### config.mk
export PLATFORM = sky130hd
export DESIGN_NAME = crc_checked_command_frame_receiver
export DESIGN_NICKNAME = d
export VERILOG_FILES = /design/src/hdl/ccfr_pkg.sv /design/src/hdl/ccfr_crc16.sv /design/src/hdl/crc_checked_command_frame_receiver.sv
export VERILOG_INCLUDE_DIRS = /design/src /design/src/hdl
export SDC_FILE = /design/constraint.sdc
export NUM_CORES = 1
export LEC_CHECK = 0
export ABC_AREA = 1
export BUFFER_PORTS_ARGS = -buffer_cell sky130_fd_sc_hd__buf_2
export CAP_MARGIN = 5
export CORE_MARGIN = 2
export CORE_UTILIZATION = 50
export DETAILED_ROUTE_END_ITERATION = 10
export PLACE_DENSITY = 0.7
export SYNTH_ARGS = -nofsm -noshare
export SYNTH_HDL_FRONTEND = slang
export SYNTH_SLANG_ARGS = --single-unit
### constraint.sdc
create_clock -name clock -period 3.5 [get_ports clock]
set_input_delay 0.7 -clock clock [delete_from_list [all_inputs] [get_ports clock]]
set_output_delay 0.7 -clock clock [all_outputs]
set_load 0.02 [all_outputs]
### src/hdl/crc_checked_command_frame_receiver_macros.svh
// Assertion macros shared by the frame receiver RTL.
`ifndef CRC_CHECKED_COMMAND_FRAME_RECEIVER_MACROS_SVH
`define CRC_CHECKED_COMMAND_FRAME_RECEIVER_MACROS_SVH

// Same-cycle implication, checked on every clock edge outside reset.
`define CCFR_ASSERT_NOW(label, ante, cons, msg) \
   label: assert property (@(posedge clock) disable iff (reset) (ante) |-> (cons)) \
      else $error(msg);

// Next-cycle implication, checked on every clock edge outside reset.
`define CCFR_ASSERT_NEXT(label, ante, cons, msg) \
   label: assert property (@(posedge clock) disable iff (reset) (ante) |=> (cons)) \
      else $error(msg);

`endif

### src/hdl/ccfr_pkg.sv
// Shared types and constants of the CRC-checked command frame receiver.
`default_nettype none
package ccfr_pkg;

   localparam int BYTE_W    = 8;
   localparam int WORD_W    = 32;
   localparam int CRC_W     = 16;
   localparam int NUM_WORDS = 5;
   localparam int FRAME_LEN = 24;
   localparam int CRC_LEN   = 22;
   localparam int POS_W     = $clog2(FRAME_LEN);

   localparam logic [CRC_W-1:0]  CRC_INIT         = 16'hFFFF;
   localparam logic [BYTE_W-1:0] IDLE_LIMIT_RESET = 8'd50;
   localparam logic [BYTE_W-1:0] HEADER_RESET     = 8'hAA;

   // Word kinds on the request side.
   typedef enum logic {
      OP_BYTE = 1'b0,
      OP_IDLE = 1'b1
   } op_type;

   // Result kinds on the response side.
   typedef enum logic [1:0] {
      KIND_FRAME_OK     = 2'd0,
      KIND_CRC_ERROR    = 2'd1,
      KIND_IDLE_TIMEOUT = 2'd2
   } event_kind_type;

   // Configuration register indexes.
   typedef enum logic {
      REG_IDLE_LIMIT = 1'b0,
      REG_HEADER     = 1'b1
   } csr_addr_type;

endpackage
`default_nettype wire

### src/hdl/ccfr_crc16.sv
// One-byte update of the reflected Modbus CRC-16.
`default_nettype none
module ccfr_crc16 (
   input  logic [ccfr_pkg::CRC_W-1:0]  crc_in,
   input  logic [ccfr_pkg::BYTE_W-1:0] data_in,
   output logic [ccfr_pkg::CRC_W-1:0]  crc_out
);
   import ccfr_pkg::*;

   localparam logic [CRC_W-1:0] CRC_POLY = 16'hA001;

   logic [CRC_W-1:0] c;

   // Eight shift steps, one per data bit, least significant bit first.
   always_comb begin
      c = crc_in ^ {{(CRC_W-BYTE_W){1'b0}}, data_in};
      for (int k = 0; k < BYTE_W; k++) begin
         if (c[0]) begin
            c = (c >> 1) ^ CRC_POLY;
         end else begin
            c = c >> 1;
         end
      end
      crc_out = c;
   end

endmodule
`default_nettype wire

### src/hdl/crc_checked_command_frame_receiver.sv
// A word is registered on acceptance; its result, if any, is registered when the word is processed.
// Throughput: one word per cycle while results are taken; the input register and the result
// register run in step; while a result waits, the input takes one more word, then stalls.
// The path per word is one CRC-16 byte update (eight shift steps) plus a byte compare.
// Reset is synchronous and active high: control state, the CRC, the idle count, the held mode
// (one) and held words (zero) and both configuration registers return to their defaults.
`default_nettype none
`include "crc_checked_command_frame_receiver_macros.svh"
module crc_checked_command_frame_receiver (
   input  logic                                clock,
   input  logic                                reset,
   // Request stream.
   input  logic                                req_tvalid,
   output logic                                req_tready,
   input  logic [ccfr_pkg::BYTE_W-1:0]         req_tdata,  // [7:0] rx_byte
   input  logic                                req_tuser,  // [0] operation
   // Response stream.
   output logic                                rsp_tvalid,
   input  logic                                rsp_tready,
   // [7:0] mode_value, [39:8] a_word, [71:40] b_word, [103:72] x_word,
   // [135:104] y_word, [167:136] theta_word
   output logic [ccfr_pkg::BYTE_W+ccfr_pkg::NUM_WORDS*ccfr_pkg::WORD_W-1:0] rsp_tdata,
   output logic [1:0]                          rsp_tuser,  // [1:0] event_kind
   // Configuration write port.
   input  logic                                csr_we,
   input  logic                                csr_addr,
   input  logic [ccfr_pkg::BYTE_W-1:0]         csr_wdata
);
   import ccfr_pkg::*;

   localparam logic [POS_W-1:0] LAST_POS = POS_W'(FRAME_LEN - 1);
   localparam logic [POS_W-1:0] CRC_END  = POS_W'(CRC_LEN);
   localparam logic [POS_W-1:0] CRC_LO   = POS_W'(CRC_LEN);

   // Configuration registers.
   logic [BYTE_W-1:0] idle_limit_ff, idle_limit_in;
   logic [BYTE_W-1:0] header_ff, header_in;

   // Input register: one word waiting to be processed.
   logic              in_valid_ff, in_valid_in;
   op_type            in_op_ff, in_op_in;
   logic [BYTE_W-1:0] in_byte_ff, in_byte_in;

   // Frame state.
   logic [POS_W-1:0]  pos_ff, pos_in;
   logic [CRC_W-1:0]  crc_ff, crc_in;
   logic [BYTE_W-1:0] idle_cnt_ff, idle_cnt_in;
   logic [BYTE_W-1:0] store_ff [FRAME_LEN];
   logic [BYTE_W-1:0] mode_ff, mode_in;
   logic [WORD_W-1:0] words_ff [NUM_WORDS];
   logic [WORD_W-1:0] words_in [NUM_WORDS];

   // Result register. The data part is the held mode and words themselves: they
   // only change when a word is processed, which waits until the result is taken.
   logic              rsp_valid_ff, rsp_valid_in;
   event_kind_type    rsp_kind_ff, rsp_kind_in;

   logic              advance;
   logic              store_we;
   logic [CRC_W-1:0]  crc_src;
   logic [CRC_W-1:0]  crc_next;
   logic [BYTE_W-1:0] idle_inc;
   logic              crc_match;

   // The input word is processed when the result register is free or being emptied.
   assign advance    = in_valid_ff && (!rsp_valid_ff || rsp_tready);
   assign req_tready = !in_valid_ff || advance;

   // A header byte restarts the CRC from its initial value; later bytes continue it.
   assign crc_src = (pos_ff == '0) ? CRC_INIT : crc_ff;

   ccfr_crc16 u_crc (
      .crc_in  (crc_src),
      .data_in (in_byte_ff),
      .crc_out (crc_next)
   );

   assign idle_inc  = idle_cnt_ff + 8'd1;
   // Byte 22 is already stored; byte 23 is the word in hand when the frame closes.
   assign crc_match = (store_ff[CRC_LO] == crc_ff[BYTE_W-1:0])
                      && (in_byte_ff == crc_ff[CRC_W-1:BYTE_W]);

   // Configuration writes.
   always_comb begin
      idle_limit_in = idle_limit_ff;
      header_in     = header_ff;
      if (csr_we) begin
         unique case (csr_addr_type'(csr_addr))
            REG_IDLE_LIMIT: idle_limit_in = csr_wdata;
            REG_HEADER:     header_in     = csr_wdata;
            default: ;
         endcase
      end
   end

   // Input register.
   always_comb begin
      in_valid_in = in_valid_ff;
      in_op_in    = in_op_ff;
      in_byte_in  = in_byte_ff;
      if (req_tready) begin
         in_valid_in = req_tvalid;
         in_op_in    = op_type'(req_tuser);
         in_byte_in  = req_tdata;
      end
   end

   // Frame processing for the word held in the input register.
   always_comb begin
      pos_in       = pos_ff;
      crc_in       = crc_ff;
      idle_cnt_in  = idle_cnt_ff;
      mode_in      = mode_ff;
      store_we     = 1'b0;
      for (int j = 0; j < NUM_WORDS; j++) begin
         words_in[j] = words_ff[j];
      end
      rsp_valid_in = rsp_valid_ff && !rsp_tready;
      rsp_kind_in  = rsp_kind_ff;

      if (advance) begin
         case (in_op_ff)
            OP_IDLE: begin
               // Idle ticks count only between frames.
               if (pos_ff == '0) begin
                  idle_cnt_in = idle_inc;
                  if (idle_inc == idle_limit_ff) begin
                     idle_cnt_in  = '0;
                     mode_in      = BYTE_W'(1);
                     words_in[0]  = '0;
                     words_in[1]  = '0;
                     rsp_valid_in = 1'b1;
                     rsp_kind_in  = KIND_IDLE_TIMEOUT;
                  end
               end
            end
            default: begin
               idle_cnt_in = '0;
               if (pos_ff == '0) begin
                  // Between frames only the header byte is kept.
                  if (in_byte_ff == header_ff) begin
                     store_we = 1'b1;
                     crc_in   = crc_next;
                     pos_in   = POS_W'(1);
                  end
               end else begin
                  store_we = 1'b1;
                  if (pos_ff < CRC_END) begin
                     crc_in = crc_next;
                  end
                  if (pos_ff == LAST_POS) begin
                     pos_in       = '0;
                     rsp_valid_in = 1'b1;
                     if (crc_match) begin
                        rsp_kind_in = KIND_FRAME_OK;
                        mode_in     = store_ff[1];
                        for (int j = 0; j < NUM_WORDS; j++) begin
                           words_in[j] = {store_ff[2 + 4*j + 3], store_ff[2 + 4*j + 2],
                                          store_ff[2 + 4*j + 1], store_ff[2 + 4*j]};
                        end
                     end else begin
                        rsp_kind_in = KIND_CRC_ERROR;
                     end
                  end else begin
                     pos_in = pos_ff + POS_W'(1);
                  end
               end
            end
         endcase
      end
   end

   always_ff @(posedge clock) begin
      if (reset) begin
         idle_limit_ff <= IDLE_LIMIT_RESET;
         header_ff     <= HEADER_RESET;
         in_valid_ff   <= 1'b0;
         pos_ff        <= '0;
         crc_ff        <= CRC_INIT;
         idle_cnt_ff   <= '0;
         mode_ff       <= BYTE_W'(1);
         for (int j = 0; j < NUM_WORDS; j++) begin
            words_ff[j] <= '0;
         end
         rsp_valid_ff  <= 1'b0;
         rsp_kind_ff   <= KIND_FRAME_OK;
      end else begin
         idle_limit_ff <= idle_limit_in;
         header_ff     <= header_in;
         in_valid_ff   <= in_valid_in;
         pos_ff        <= pos_in;
         crc_ff        <= crc_in;
         idle_cnt_ff   <= idle_cnt_in;
         mode_ff       <= mode_in;
         for (int j = 0; j < NUM_WORDS; j++) begin
            words_ff[j] <= words_in[j];
         end
         rsp_valid_ff  <= rsp_valid_in;
         rsp_kind_ff   <= rsp_kind_in;
      end
   end

   // Payload registers need no reset: the frame store is only read after the
   // current frame has written the bytes in question.
   always_ff @(posedge clock) begin
      in_op_ff   <= in_op_in;
      in_byte_ff <= in_byte_in;
      if (store_we) begin
         store_ff[pos_ff] <= in_byte_ff;
      end
   end

   assign rsp_tvalid = rsp_valid_ff;
   assign rsp_tuser  = rsp_kind_ff;
   assign rsp_tdata  = {words_ff[4], words_ff[3], words_ff[2], words_ff[1], words_ff[0], mode_ff};

   `CCFR_ASSERT_NOW(a_pos_in_range, 1'b1, pos_ff <= LAST_POS,
      "frame position ran past the last byte")
   `CCFR_ASSERT_NOW(a_no_idle_in_frame, pos_ff != '0, idle_cnt_ff == '0,
      "idle count nonzero inside a frame")
   `CCFR_ASSERT_NOW(a_timeout_values, rsp_valid_ff && (rsp_kind_ff == KIND_IDLE_TIMEOUT),
      (mode_ff == BYTE_W'(1)) && (words_ff[0] == '0) && (words_ff[1] == '0),
      "timeout result does not show the cleared mode and speeds")
   `CCFR_ASSERT_NEXT(a_frame_close, advance && (in_op_ff == OP_BYTE) && (pos_ff == LAST_POS),
      rsp_valid_ff && (pos_ff == '0), "closing byte of a frame gave no result")

endmodule
`default_nettype wire

==> impl_metrics.py <==
metrics = {
    "place": {
        "gp_congestion": 0.880,
        "portBuffers": 194,
        "place_hpwl_um": 22700,
    },
    "final_layout": {
        "regArea_um2": 9900,
        "multi_input_area_um2": 4410,
        "diodes": 0,
        "final_nets": 1806,
        "fillers": 2536,
        "drive_above_1_share_pct": 17.5,
        "area_growth_syn_to_layout_pct": 17.3,
    },
    "yosys": {
        "syn-num-nets": 1623,
        "synth_area_leaders": "edfxtp_1, dfxtp_1, nand2_1, nor2_1, inv_1",
        "synth_edf_count": 185,
        "async_flop_share_pct": 0,
        "synth_common_cells": "nand2_1, nor2_1, dfxtp_1",
        "synthCells": 1592,
        "ys.flop_type": "dfxtp_1",
        "ys_seq_area_share_pct": 64.3,
        "ys_types": 36,
        "synth_area_um2": 15400,
        "synth.ff_latch_count": 402,
        "synth_top_area_share_pct": 36.1,
        "yosysMostFrequentCell": "nand2_1",
        "yosysTopAreaCell": "edfxtp_1",
        "yosysWarnings": 0,
        "avgSynthCellArea_um2": 9.68,
    },
    "sta": {
        "tightest_slew_ns": 0.809,
        "clock_skew_ns": 0.0223,
        "finalHoldViolCount": 0,
        "rsz0062_at_grt": "no",
        "maxSlewViolCount": 0,
        "post-route-min-period_ns": 3.08,
        "maxSlewHeadroom_pct": 46.1,
        "fmax_mhz": 325,
        "setup_viol": 0,
        "timing.final.crit_share_pct": 88.0,
        "final.setup.tns_ns": 0,
    },
    "setup_path": {
        "cp.required_ns": 3.66,
        "worstReg2RegStart": "in_byte_ff[1]",
        "crit_type": "reg -> reg",
        "crit_path_end_kind": "register",
        "crit_start": "in_byte_ff[1]",
        "start_kind": "register",
        "worst-r2r-cell-count": 8,
        "arrival_ns": 3.24,
        "cp_max_fo": 11,
    },
    "detailed_routing": {
        "vias": 11100,
        "drtAntennaViolNets": 0,
        "detail_route.vias_per_cell": 5.05,
        "wirelength_um": 34800,
        "drt_iter0_markers": 915,
        "drtPass1Iterations": 6,
        "post_drt_wl_per_cell_um": 15.8,
        "drc": 0,
    },
    "floorplan": {
        "die_x_um": 180,
        "ios": 195,
        "start_util_pct": 50.6,
        "die_h_um": 180,
        "row_count": 64,
        "coreArea_um2": 30400,
        "dieArea_um2": 32200,
    },
    "power_and_ir_drop": {
        "leakage_nw": 7.40,
        "power_mw": 9.57,
        "p_per_area_nw_per_um2": 529,
        "ir_worst_vdd_v": 0.000315,
    },
    "grt": {
        "grtUsageTotal_pct": 21.5,
        "grt_pass1_wl_um": 56100,
        "grt_pass1_vias": 10700,
        "grt_max_degree": 193,
        "grt-ovfl-total": 0,
        "antenna_found_initial": 0,
    },
    "status": {
        "status": "finished, final reports clean",
    },
    "clocking": {
        "cts_root_buffer": "clkbuf_16",
        "clk_pin_slew_ns": 0.06,
        "clock_path_buffers": 3,
        "cts_tree": "done",
        "cts_setup_buffers": 0,
        "clock_sink_count": 402,
        "cts_made_buffers": 42,
        "cts_resized": 0,
        "htree_levels": 2,
        "hold_buffers": 0,
        "clk_latency_ns": 0.53,
    },
    "run": {
        "drv_cap": 0,
    },
    "worst_hold_path": {
        "holdCritStartpoint": "req_tdata[2]",
        "whs_path_depth": 1,
        "hp-class": "in -> reg",
    },
}
==> kinds of logic after synthesis <==
logic type	count (synthesis)	share of synthesized area, %
buffers and inverters	261	7.18
AOI/OAI and AO/OA	259	8.70
and+or+nand+nor	623	16.8
adders and majority gates	8	0.650
xor gates and xnor gates	39	2.36
DFF	402	64.3
==> worst max-delay path, cell delays in order (launching register included) <==
cell and delay, ns:
edfxtp_1 0.61, inv_2 0.08, nand2_1 0.07, nand4_1 0.10, o41ai_1 0.41, nand2_1 0.29
inv_1 0.20, nand2_1 0.30, nor2_1 0.64
==> metrics by stage <==
| stage | util (%) | instance area (um^2) | hold slack, ns | cells | worst slack [ns] |
|---|---|---|---|---|---|
| finish | 59.4 | 18100 | 0.344 | 2203 | 0.420 |
| detailed placement | 54.8 | 16700 | 0.435 | 2127 | 0.431 |
| global placement | 54.8 | 16700 | 0.431 | 2127 | 0.559 |
| floorplan | - | 15400 | 0.444 | 1592 | 0.995 |
| CTS | 59.4 | 18100 | 0.323 | 2203 | 0.407 |
| global route | 59.4 | 18100 | 0.326 | 2203 | 0.186 |
==> sequential cells by signal, summed over array words and instances (netlist names) <==
name           flops
store_ff         176
pos_ff             5
header_ff          8
rsp_tvalid         1
idle_cnt_ff        8
in_valid_ff        1
mode_ff            8
words_ff         160
in_op_ff           1
in_byte_ff         8
crc_ff            16
rsp_tuser          2
idle_limit_ff      8
==> cell type report <==
type / count / share of cell area, %
Clock buffer: 61 / 6.78
Sequential cell: 402 / 54.8
Inverter: 182 / 3.80
Clock inverter: 15 / 0.845
Multi-Input combinational cell: 929 / 24.4
Timing Repair Buffer: 218 / 6.65
Tap cell: 396 / 2.74
==> per-layer routing <==
metal | track usage, % | vias to the layer above | share of wire [%]
li1 | - | 5535 | -
met1 | 28.5 | 5174 | 42
met2 | 35.8 | 361 | 48
met3 | 4.17 | 64 | 7.1
met4 | 6.57 | 0 | 2.3
met5 | 0 | - | 0
==> power breakdown <==
part           internal, mW  switching, mW  leakage, nW
Combinational        0.0762          0.185         3.31
Clock                  2.59           1.76        0.667
Sequential             4.93         0.0193         3.43
Total                  7.60           1.97         7.40
==> placed cells by master (no fill, tap or decap), types with 2 or more instances in the layout <==
cell and instances:
nand2_1 271, nor2_1 231, dfxtp_1 217, buf_2 194
edfxtp_1 185, inv_1 174, o21ai_0 122, a21oi_1 122
nand3_1 80, clkbuf_16 44, xnor2_1 23, buf_4 20
nand4_1 14, xor2_1 13, clkbuf_1 11, ha_1 8
inv_2 7, or2_2 7, o211ai_1 7, clkbuf_8 6
nand3_2 4, nand2_2 4, a2bb2oi_1 4, clkinv_2 4
buf_12 4, nor2_2 3, xor2_2 3, nor3_1 2
nor2_4 2, bufinv_16 2, clkinv_1 2, clkinvlp_4 2
==> final timing paths <==
check / end / slack (ns)
setup reg to reg: store_ff[21][4] / 0.42
hold / removal: in_byte_ff[2] / 0.34
setup / recovery: store_ff[21][4] / 0.42
hold reg to reg: words_ff[0][134] / 0.44
Power figures use the tool's default switching activity.
